===== src/slr_pkg.sv =====
// Shared constants and types of the stereo linear resampler.
package slr_pkg;

  localparam int FRAC_BITS  = 16;
  localparam int SAMPLE_W   = 16;
  localparam int STEP_W     = 18;
  localparam int PHASE_W    = 19;
  localparam int CALC_W     = ((PHASE_W > STEP_W) ? PHASE_W : STEP_W) + 1;
  localparam int DIFF_W     = SAMPLE_W + 1;
  localparam int PROD_W     = DIFF_W + FRAC_BITS + 1;
  localparam int NUM_W      = PROD_W + 1;
  localparam int CFG_IDX_W  = 1;

  localparam logic [CFG_IDX_W-1:0] REG_RATIO_STEP = 1'd0;
  localparam logic [CFG_IDX_W-1:0] REG_BYPASS     = 1'd1;

  localparam logic [STEP_W-1:0] RATIO_RESET = STEP_W'(44739);

  // Control of one interpolation travelling beside the lane data.
  typedef struct packed {
    logic valid;
    logic last;
  } pipe_ctl_t;

endpackage


===== src/stereo_linear_resampler_unit.sv =====
// Top level of the stereo linear resampler: frame sequencer, two lanes and output merge.
//
// Each accepted source frame (tdata: left in bits 15:0, right in 31:16) yields zero to
// eight output frames at fractional positions between the held frame and the new one;
// tlast marks the final output of a frame. The sequencer issues one interpolation per
// cycle unless the output stalls; in_tready stays low while a frame's outputs issue, and
// the next frame is taken in the cycle after its last issue; a frame that produces no
// output (the first frame after reset, or one that downsampling steps over) is absorbed
// in its accept cycle and in_tready stays high. Output stalls hold the whole pipe. Each
// output passes one registered multiply per lane and then the merge register.
// Bypass returns every frame unchanged with tlast set. Config registers:
// index 0 ratio_step (18 bits, 16 fraction bits, values below one eighth act as one
// eighth), index 1 bypass; write them only while the block is idle.
module stereo_linear_resampler_unit (
  input  logic                            clk,
  input  logic                            rst_n,
  input  logic                            in_tvalid,
  output logic                            in_tready,
  input  logic [31:0]                     in_tdata,   // left_in, right_in
  output logic                            out_tvalid,
  input  logic                            out_tready,
  output logic [31:0]                     out_tdata,  // left_out, right_out
  output logic                            out_tlast,  // last_of_run
  input  logic                            cfg_we,
  input  logic [slr_pkg::CFG_IDX_W-1:0]   cfg_index,
  input  logic [slr_pkg::STEP_W-1:0]      cfg_wdata
);

  localparam logic [slr_pkg::CALC_W-1:0] ONE_Q    = slr_pkg::CALC_W'(1) << slr_pkg::FRAC_BITS;
  localparam logic [slr_pkg::CALC_W-1:0] MIN_STEP = ONE_Q >> 3;

  // Configuration.
  logic [slr_pkg::STEP_W-1:0] ratio_step_r;
  logic                       bypass_r;

  // Frame state.
  logic signed [slr_pkg::SAMPLE_W-1:0] held_l_r, held_r_r;
  logic signed [slr_pkg::SAMPLE_W-1:0] cur_l_r, cur_r_r;
  logic [slr_pkg::PHASE_W-1:0]         phase_r, phase_nxt;
  logic                                primed_r, primed_nxt;
  logic                                busy_r, busy_nxt;
  logic                                load_held;

  // Issue stage.
  slr_pkg::pipe_ctl_t            ctl_r, ctl_nxt;
  logic                          en;
  logic                          in_fire;
  logic                          issue;
  logic [slr_pkg::CALC_W-1:0]    step_cfg;
  logic [slr_pkg::CALC_W-1:0]    step_eff;
  logic [slr_pkg::CALC_W-1:0]    phase_ext;
  logic [slr_pkg::CALC_W-1:0]    phase_adv;
  logic                          adv_last;
  logic signed [slr_pkg::SAMPLE_W-1:0] lane_held_l, lane_held_r;
  logic [slr_pkg::FRAC_BITS-1:0] lane_ph;
  logic signed [slr_pkg::SAMPLE_W-1:0] left_res, right_res;

  always_ff @(posedge clk) begin
    if (!rst_n) begin
      ratio_step_r <= slr_pkg::RATIO_RESET;
      bypass_r     <= 1'b0;
    end else if (cfg_we) begin
      case (cfg_index)
        slr_pkg::REG_RATIO_STEP: ratio_step_r <= cfg_wdata;
        slr_pkg::REG_BYPASS:     bypass_r     <= cfg_wdata[0];
        default:                 ;
      endcase
    end
  end

  assign in_tready = !busy_r;
  assign in_fire   = in_tvalid && in_tready;
  assign issue     = busy_r && en;

  assign step_cfg  = slr_pkg::CALC_W'(ratio_step_r);
  assign step_eff  = (step_cfg < MIN_STEP) ? MIN_STEP : step_cfg;
  assign phase_ext = slr_pkg::CALC_W'(phase_r);
  assign phase_adv = phase_ext + step_eff;
  assign adv_last  = (phase_adv >= ONE_Q);

  // Bypass feeds the lanes the new frame at phase zero, which returns it unchanged.
  assign lane_held_l = bypass_r ? cur_l_r : held_l_r;
  assign lane_held_r = bypass_r ? cur_r_r : held_r_r;
  assign lane_ph     = bypass_r ? '0 : phase_r[slr_pkg::FRAC_BITS-1:0];

  always_comb begin
    phase_nxt     = phase_r;
    primed_nxt    = primed_r;
    busy_nxt      = busy_r;
    load_held     = 1'b0;
    ctl_nxt.valid = issue;
    ctl_nxt.last  = 1'b0;
    if (in_fire) begin
      if (bypass_r) begin
        busy_nxt = 1'b1;
      end else if (!primed_r) begin
        // First frame: hold it, no output.
        primed_nxt = 1'b1;
        load_held  = 1'b1;
      end else if (phase_ext >= ONE_Q) begin
        // Frame stepped over: hold it, drop one from the phase.
        phase_nxt = slr_pkg::PHASE_W'(phase_ext - ONE_Q);
        load_held = 1'b1;
      end else begin
        busy_nxt = 1'b1;
      end
    end else if (issue) begin
      if (bypass_r) begin
        ctl_nxt.last = 1'b1;
        primed_nxt   = 1'b1;
        load_held    = 1'b1;
        busy_nxt     = 1'b0;
      end else begin
        ctl_nxt.last = adv_last;
        if (adv_last) begin
          phase_nxt = slr_pkg::PHASE_W'(phase_adv - ONE_Q);
          load_held = 1'b1;
          busy_nxt  = 1'b0;
        end else begin
          phase_nxt = slr_pkg::PHASE_W'(phase_adv);
        end
      end
    end
  end

  always_ff @(posedge clk) begin
    if (!rst_n) begin
      held_l_r <= '0;
      held_r_r <= '0;
      phase_r  <= '0;
      primed_r <= 1'b0;
      busy_r   <= 1'b0;
      ctl_r    <= '0;
    end else begin
      phase_r  <= phase_nxt;
      primed_r <= primed_nxt;
      busy_r   <= busy_nxt;
      if (en) begin
        ctl_r <= ctl_nxt;
      end
      if (load_held) begin
        // A frame absorbed at accept comes from the port, otherwise from the current frame.
        held_l_r <= in_fire ? signed'(in_tdata[15:0])  : cur_l_r;
        held_r_r <= in_fire ? signed'(in_tdata[31:16]) : cur_r_r;
      end
    end
  end

  always_ff @(posedge clk) begin
    if (in_fire) begin
      cur_l_r <= signed'(in_tdata[15:0]);
      cur_r_r <= signed'(in_tdata[31:16]);
    end
  end

  slr_lane u_lane_left (
    .clk    (clk),
    .en     (en),
    .held   (lane_held_l),
    .cur    (cur_l_r),
    .ph     (lane_ph),
    .result (left_res)
  );

  slr_lane u_lane_right (
    .clk    (clk),
    .en     (en),
    .held   (lane_held_r),
    .cur    (cur_r_r),
    .ph     (lane_ph),
    .result (right_res)
  );

  slr_merge u_merge (
    .clk        (clk),
    .rst_n      (rst_n),
    .ctl        (ctl_r),
    .left_res   (left_res),
    .right_res  (right_res),
    .en         (en),
    .out_tvalid (out_tvalid),
    .out_tready (out_tready),
    .out_tdata  (out_tdata),
    .out_tlast  (out_tlast)
  );

endmodule


===== src/slr_lane.sv =====
// One channel lane: registered (cur - held) * phase, then add and truncate toward zero.
module slr_lane (
  input  logic                                 clk,
  input  logic                                 en,
  input  logic signed [slr_pkg::SAMPLE_W-1:0]  held,
  input  logic signed [slr_pkg::SAMPLE_W-1:0]  cur,
  input  logic        [slr_pkg::FRAC_BITS-1:0] ph,
  output logic signed [slr_pkg::SAMPLE_W-1:0]  result
);

  logic signed [slr_pkg::DIFF_W-1:0]  diff;
  logic signed [slr_pkg::FRAC_BITS:0] ph_s;
  logic signed [slr_pkg::PROD_W-1:0]  prod_r;
  logic signed [slr_pkg::SAMPLE_W-1:0] held_r;
  logic signed [slr_pkg::NUM_W-1:0]   num;
  logic signed [slr_pkg::NUM_W-slr_pkg::FRAC_BITS-1:0] quo;

  assign diff = {cur[slr_pkg::SAMPLE_W-1], cur} - {held[slr_pkg::SAMPLE_W-1], held};
  assign ph_s = {1'b0, ph};

  always_ff @(posedge clk) begin
    if (en) begin
      prod_r <= slr_pkg::PROD_W'(diff) * slr_pkg::PROD_W'(ph_s);
      held_r <= held;
    end
  end

  assign num = {{(slr_pkg::NUM_W - slr_pkg::SAMPLE_W - slr_pkg::FRAC_BITS){held_r[slr_pkg::SAMPLE_W-1]}},
                held_r, {slr_pkg::FRAC_BITS{1'b0}}}
             + {prod_r[slr_pkg::PROD_W-1], prod_r};

  // Floor shift, then step up by one for negative values with a remainder.
  always_comb begin
    quo = num[slr_pkg::NUM_W-1:slr_pkg::FRAC_BITS];
    if (num[slr_pkg::NUM_W-1] && (|num[slr_pkg::FRAC_BITS-1:0])) begin
      quo = quo + (slr_pkg::NUM_W - slr_pkg::FRAC_BITS)'(1);
    end
  end

  assign result = quo[slr_pkg::SAMPLE_W-1:0];

endmodule


===== src/slr_merge.sv =====
// Output register that joins both lane results into one result transfer.
module slr_merge (
  input  logic                                clk,
  input  logic                                rst_n,
  input  slr_pkg::pipe_ctl_t                  ctl,
  input  logic signed [slr_pkg::SAMPLE_W-1:0] left_res,
  input  logic signed [slr_pkg::SAMPLE_W-1:0] right_res,
  output logic                                en,
  output logic                                out_tvalid,
  input  logic                                out_tready,
  output logic [31:0]                         out_tdata,  // left_out, right_out
  output logic                                out_tlast   // last_of_run
);

  logic                         valid_r;
  logic                         last_r;
  logic [slr_pkg::SAMPLE_W-1:0] left_r;
  logic [slr_pkg::SAMPLE_W-1:0] right_r;

  // Advance the whole pipe unless a result waits here.
  assign en = !valid_r || out_tready;

  always_ff @(posedge clk) begin
    if (!rst_n) begin
      valid_r <= 1'b0;
    end else if (en) begin
      valid_r <= ctl.valid;
    end
  end

  always_ff @(posedge clk) begin
    if (en) begin
      last_r  <= ctl.last;
      left_r  <= left_res;
      right_r <= right_res;
    end
  end

  assign out_tvalid = valid_r;
  assign out_tdata  = {right_r, left_r};
  assign out_tlast  = last_r;

endmodule

===== config.mk =====
export PLATFORM = sky130hd
export DESIGN_NAME = stereo_linear_resampler_unit
export DESIGN_NICKNAME = d
export VERILOG_FILES = /design/src/slr_pkg.sv /design/src/stereo_linear_resampler_unit.sv /design/src/slr_lane.sv /design/src/slr_merge.sv
export SDC_FILE = /design/constraint.sdc
export NUM_CORES = 2
export LEC_CHECK = 0
export BUFFER_PORTS_ARGS = -buffer_cell sky130_fd_sc_hd__buf_2
export CORE_MARGIN = 8
export CORE_UTILIZATION = 43
export DETAILED_ROUTE_END_ITERATION = 8
export PLACE_DENSITY = 0.65
export SLEW_MARGIN = 25
export SYNTH_ARGS = -nofsm -noshare
export SYNTH_HDL_FRONTEND = slang
export SYNTH_HIERARCHICAL = 1
export SYNTH_SLANG_ARGS = --single-unit

===== constraint.sdc =====
create_clock -name clk -period 10.12 [get_ports clk]
set_input_delay 0 -clock clk [delete_from_list [all_inputs] [get_ports clk]]
set_output_delay 0 -clock clk [all_outputs]
set_load 0.1 [all_outputs]

After elaboration in Yosys (flattened, before gate mapping) --
Index checks and enable logic that the tools add are counted.
Operators by class: $lt $le $gt $ge 3, $mul 2, eq/ne operators 6, multiplexer cells 36, add/sub/neg operators 9, reduce and logical (&&, ||, !) cells 17, bitwise operators 1
Operator list (number):
- 19-bit two-way mux | 7
- 16-bit two-way mux | 7
- 32-bit by 34-bit adder with 35-bit output | 2
- 17-bit by 17-bit multiplier with 34-bit output | 2
- 19-bit by 17-bit subtractor with 19-bit output (second input constant) | 2
- 16-bit by 16-bit subtractor with 17-bit output | 2
- 16-bit by 2-bit adder with 16-bit output (second input constant) | 2
- 16-bit OR reduction | 2
- 1-bit two-way mux | 21
- 19-bit by 18-bit adder with 20-bit output | 1
- 20-bit by 17-bit >= comparator with 1-bit output (second input constant) | 1
- 19-bit by 17-bit >= comparator with 1-bit output (second input constant) | 1
- 18-bit by 14-bit < comparator with 1-bit output (second input constant) | 1
- 18-bit two-way mux | 1
- 2-bit inequality test (second input constant) | 3
- 3-bit inequality test (second input constant) | 2
- 5-bit AND reduction | 1
- 1-bit logical AND | 4
- 2-bit AND reduction | 2
- 4-bit AND reduction | 1
- 2-bit nonzero test | 2
- 3-bit AND reduction | 1
- 3-bit nonzero test | 1
- 1-bit logical NOT | 2
- other kinds (3) | 3
Word-level totals: word-level logic and storage cells 93, output and inout bits 35, flip-flop bits (word level) 240, input bits 56

Logic depth before layout (Yosys ltp) --
depth after elaboration 8, depth in mapped cells 37, depth with buffers taken out 35

Modules after synthesis --
Netlist, hierarchy kept.
Modules (own cells, without submodules):
- slr_lane (u_lane_left) | seq. area each 1501.4 sq um, area each 14507.7 sq um, cells an instance 1576, times used 1
- slr_lane (u_lane_right) | seq. area each 1501.4 sq um, area each 14420.1 sq um, cells an instance 1579, times used 1
- stereo_linear_resampler_unit | seq. area each 2122.0 sq um, area each 5589.1 sq um, cells an instance 648, times used 1
- slr_merge | seq. area each 1011.0 sq um, area each 1039.7 sq um, cells an instance 37, times used 1

Least setup slack after synthesis --
Ideal clock, no wire load.
path type flip-flop to flip-flop, start point reg bypass_r, end point reg u_lane_right/prod_r[31] in the netlist's numbering (data pin), cell stages (with the launch flop) 35, path slack 1.354 ns, required time 9.940 ns, clock period less this slack 8.766 ns, setup time 0.180 ns, path buffers 3, arrival 8.586 ns, cells stage by stage dfxtp_1 > clkbuf_1 > clkbuf_1 > mux2_2 > ha_1 > inv_1 > fa_1 > a21o_1 > a21o_1 > a2111oi_4 > nor4_1 > or3b_1 > a21oi_2 > xnor2_1 > and2_1 > fa_1 > inv_1 > fa_1 > fa_1 > inv_1 > fa_1 > fa_1 > inv_1 > fa_1 > inv_1 > ha_1 > clkbuf_1 > a21oi_1 > a21boi_0 > or4_1 > o21ai_1 > a31oi_1 > a31oi_1 > a21oi_1 > o311ai_1
On the way: longest elaborated chain between the ends 3, elaborated cells on any way between the ends 4, those cells by class add/sub: 1; mul: 1; mux: 2
Ends and longest elaborated chain:
- from (decl) | RTL line stereo_linear_resampler_unit.sv:34 | logic bypass_r;
- from (signal assigned) | RTL line stereo_linear_resampler_unit.sv:65 | slr_pkg::REG_BYPASS: bypass_r <= cfg_wdata[0];
- 16-bit two-way mux | RTL line stereo_linear_resampler_unit.sv:83 | assign lane_held_r = bypass_r ? cur_r_r : held_r_r;
- named net lane_held_r, one bit | RTL line stereo_linear_resampler_unit.sv:54 | logic signed [slr_pkg::SAMPLE_W-1:0] lane_held_l, lane_held_r;
- 16-bit by 16-bit subtractor with 17-bit output | RTL line slr_lane.sv:18 | assign diff = {cur[slr_pkg::SAMPLE_W-1], cur} - {held[slr_pkg::SAMPLE_W-1], held};
- 17-bit by 17-bit multiplier with 34-bit output | RTL line slr_lane.sv:23 | prod_r <= slr_pkg::PROD_W'(diff) * slr_pkg::PROD_W'(ph_s);
- to (signal assigned) | RTL line slr_lane.sv:23
- to (decl) | RTL line slr_lane.sv:13 | logic signed [slr_pkg::PROD_W-1:0] prod_r;
The timed path passes the listed nets, and every way through them passes these cells. A chain may end at the register's enable or synchronous reset.

Final worst setup path --
Same ends and word-level chain as after synthesis.

==> flow_summary.yaml <==
detailed_routing:
  routedWlPerCell_um: 17.3
  wl_um: 87200
  ant_nets: 0
  drt_pass1_iterations: 5
  routed_via_density: 5.09
  vias: 25700
  drcViolationCount: 0
  drt_iter0_drc: 1750
timing:
  period_share_pct: 93.8
  worst_pin_slew_ns: 1.12
  setup-violations-final: 0
  hold_viol_final: 0
  slew_violations: 0
  slew_headroom_pct: 25.0
  fin_hold_ws_ns: 0.194
  fmax_mhz: 105
  layout_min_cycle_time_ns: 9.49
  rsz0062_at_grt: "false"
  fin_skew_ns: 0.0417
  tns_ns: 0
clock_tree:
  cts_buffer_depth: 3
  numCtsBuffers: 29
  clkLatencyLatePin_ns: 0.62
  cts_sinks: 240
  cts.repair.resized: 0
  clk_pin_slew_worst_paths_ns: 0.07
  cts_setup_buffers: 0
  hold_buffers: 93
  cts_root_buf: "clkbuf_16"
  cts_max_level: 1
  tritoncts: "done"
hold_path:
  hold_depth: 3
  hp-class: "input port to register"
synthesis:
  syn_inst: 3840
  ys_async_sr_fraction_pct: 0
  synth_edf_count: 133
  synthSimpleGateAreaFrac_pct: 16.1
  ys_ff_latch: 240
  seq_area_frac_synth_pct: 17.3
  synth_mux_area_share_pct: 3.06
  yosysWarnings: 6
  synth_top_family_by_area: "adder cells"
  synth_compound_area_share_pct: 8.35
  mappedNetlistNets: 4719
  synth_area_per_cell_um2: 9.26
  synthAdderAreaFrac_pct: 40.6
  synthXorXnorAreaFrac_pct: 4.71
  synthesis.area_um2: 35600
  synthFlopType: "edfxtp_1"
  synth_cell_type_count: 104
critical_path:
  setup.worst_path.class: "register to register"
  endpoint_kind: "register"
  cp_top_family: "adder cells"
  crit_path_frequent_cell: "fa_1"
  crit_fanout: 21
  arrival_ns: 9.90
  reg2reg_depth: 31
  crit_buf_inv: 5
  crit_required_ns: 10.53
  cp-start-kind: "register"
  critPathSlowestCell: "dfxtp_4"
  crit_cells: 31
  max_stage_delay_ns: 0.59
floorplanning:
  die_h_um: 304
  die_x_um: 304
  start_util_pct: 43.4
  core_um2: 82000
  io_pins: 91
  die-area_um2: 92100
  num_rows: 105
final_layout:
  fin_nets: 4834
  n_fill_cell: 7709
  syn2layout_area_growth_pct: 10.2
  final_layout_size_suffix_gt1_share_pct: 8.82
grt:
  grtUsageTotal_pct: 19.2
  antenna_found_initial: 4
  grt_first_pass_wirelength_um: 142000
  grt_pass1_vias: 26500
  grt_max_degree: 81
  grt_overflow_total: 0
placed_design:
  port_buffers: 90
  place_hpwl_um: 67700
  gp_congestion: 0.858
status:
  status: "complete, no violations"
job:
  maxCapViolCount: 0
-- worst min-delay path: cells and delay by family --
| family | cells | cell delay, ns |
|---|---|---|
| buf+inv | 2 | 0.62 |
| mux | 1 | 0.15 |
-- per-layer routing --
| layer | global-route usage (%) | routed length, um |
|---|---|---|
| met2 | 30.3 | 38500 |
| met4 | 3.50 | 1600 |
| met5 | 0 | 12 |
| met1 | 27.9 | 41200 |
| met3 | 3.47 | 5950 |
-- cell type report --
class                      instances  area [um^2]  area share (%)
antenna                            1         2.50         0.00639
clock buffer                      38          779            1.99
clock inverter                    16          221           0.565
inverter                         783         2940            7.50
multi-input combinational       2672        26000            66.4
sequential                       240         6140            15.7
tap                             1070         1340            3.42
timing repair buffer             229         1730            4.41
-- logic make-up after synthesis --
group / Yosys count
AND/OR/NAND/NOR: 1143
flip-flops: 240
adder cells (fa/ha/maj): 823
multiplexers: 98
AO/OA/AOI/OAI: 427
XOR/XNOR: 181
buffers and inverters: 928
-- cell usage after synthesis, drive strengths merged (4+ instances only) --
cell | instances | share of area [%]
a2111oi | 4 | 0.17
a211o | 8 | 0.20
a211oi | 17 | 0.42
a21boi | 26 | 0.56
a21o | 44 | 0.94
a21oi | 105 | 1.5
a22oi | 7 | 0.16
a31oi | 21 | 0.41
and2 | 242 | 4.3
and3 | 14 | 0.25
buf | 32 | 0.48
clkbuf | 113 | 1.2
dfxtp | 107 | 6.0
edfxtp | 133 | 11
fa | 549 | 31
ha | 274 | 9.6
inv | 783 | 8.3
mux2 | 85 | 2.7
mux2i | 13 | 0.37
nand2 | 462 | 4.9
nand2b | 63 | 1.1
nand3 | 82 | 1.2
nand3b | 7 | 0.15
nand4 | 12 | 0.25
nand4b | 4 | 0.099
nor2 | 98 | 1.0
nor2b | 77 | 1.4
nor3 | 27 | 0.41
nor3b | 6 | 0.13
nor4 | 22 | 0.46
o2111ai | 5 | 0.12
o211ai | 9 | 0.22
o21a | 19 | 0.40
o21ai | 95 | 1.4
o21bai | 16 | 0.34
o22ai | 4 | 0.088
o311ai | 4 | 0.14
o31ai | 7 | 0.19
o41ai | 5 | 0.27
or2 | 5 | 0.088
or3 | 10 | 0.18
or4 | 6 | 0.13
xnor2 | 119 | 3.1
xor2 | 61 | 1.5
-- per-stage QoR --
| stage | area (um^2) | cells | utilization, % | worst slack, ns |
|---|---|---|---|---|
| 6_report | 39200 | 5049 | 47.8 | 0.632 |
| 5_1_grt | 39200 | 5049 | 47.8 | 0.155 |
| 4_1_cts | 39100 | 5048 | 47.7 | 0.698 |
| 3_5_place_dp | 37200 | 4901 | 45.4 | 0.762 |
| 3_3_place_gp | 37200 | 4901 | 45.4 | 0.914 |
| 2_1_floorplan | 35600 | 3840 | - | 1.35 |
-- worst paths after layout --
check,from,endpoint,slack [ns]
worst max-delay path,bypass_r,u_lane_right/prod_r[31],0.63
worst min-delay path,in_tdata[27],cur_r_r[11],0.19
worst max register to register,bypass_r,u_lane_right/prod_r[31],0.63
worst min register to register,ctl_r[0],u_merge/out_tlast,0.43
-- flip-flops by register name (all words and copies together) (netlist names), 2 cells and up --
| signal | flops |
|---|---|
| u_lane_left/prod_r | 34 |
| held_l_r | 16 |
| phase_r | 19 |
| u_merge/left_r | 16 |
| ratio_step_r | 18 |
| u_lane_left/held_r | 16 |
| u_lane_right/prod_r | 34 |
| u_lane_right/held_r | 16 |
| u_merge/right_r | 16 |
| cur_l_r | 16 |
| held_r_r | 16 |
| ctl_r | 2 |
| cur_r_r | 16 |
-- layout by cell type, fill, tap and decap left out, types with 96 or more instances in the layout --
cell type,instances
a21oi_1,103
and2_1,240
dfxtp_1,106
edfxtp_1,133
fa_1,549
ha_1,274
inv_1,782
nand2_1,462
nor2_1,96
xnor2_1,106
Power is not shown: default switching activity piles up to over one toggle a cycle in this logic, so the estimate is an artifact.
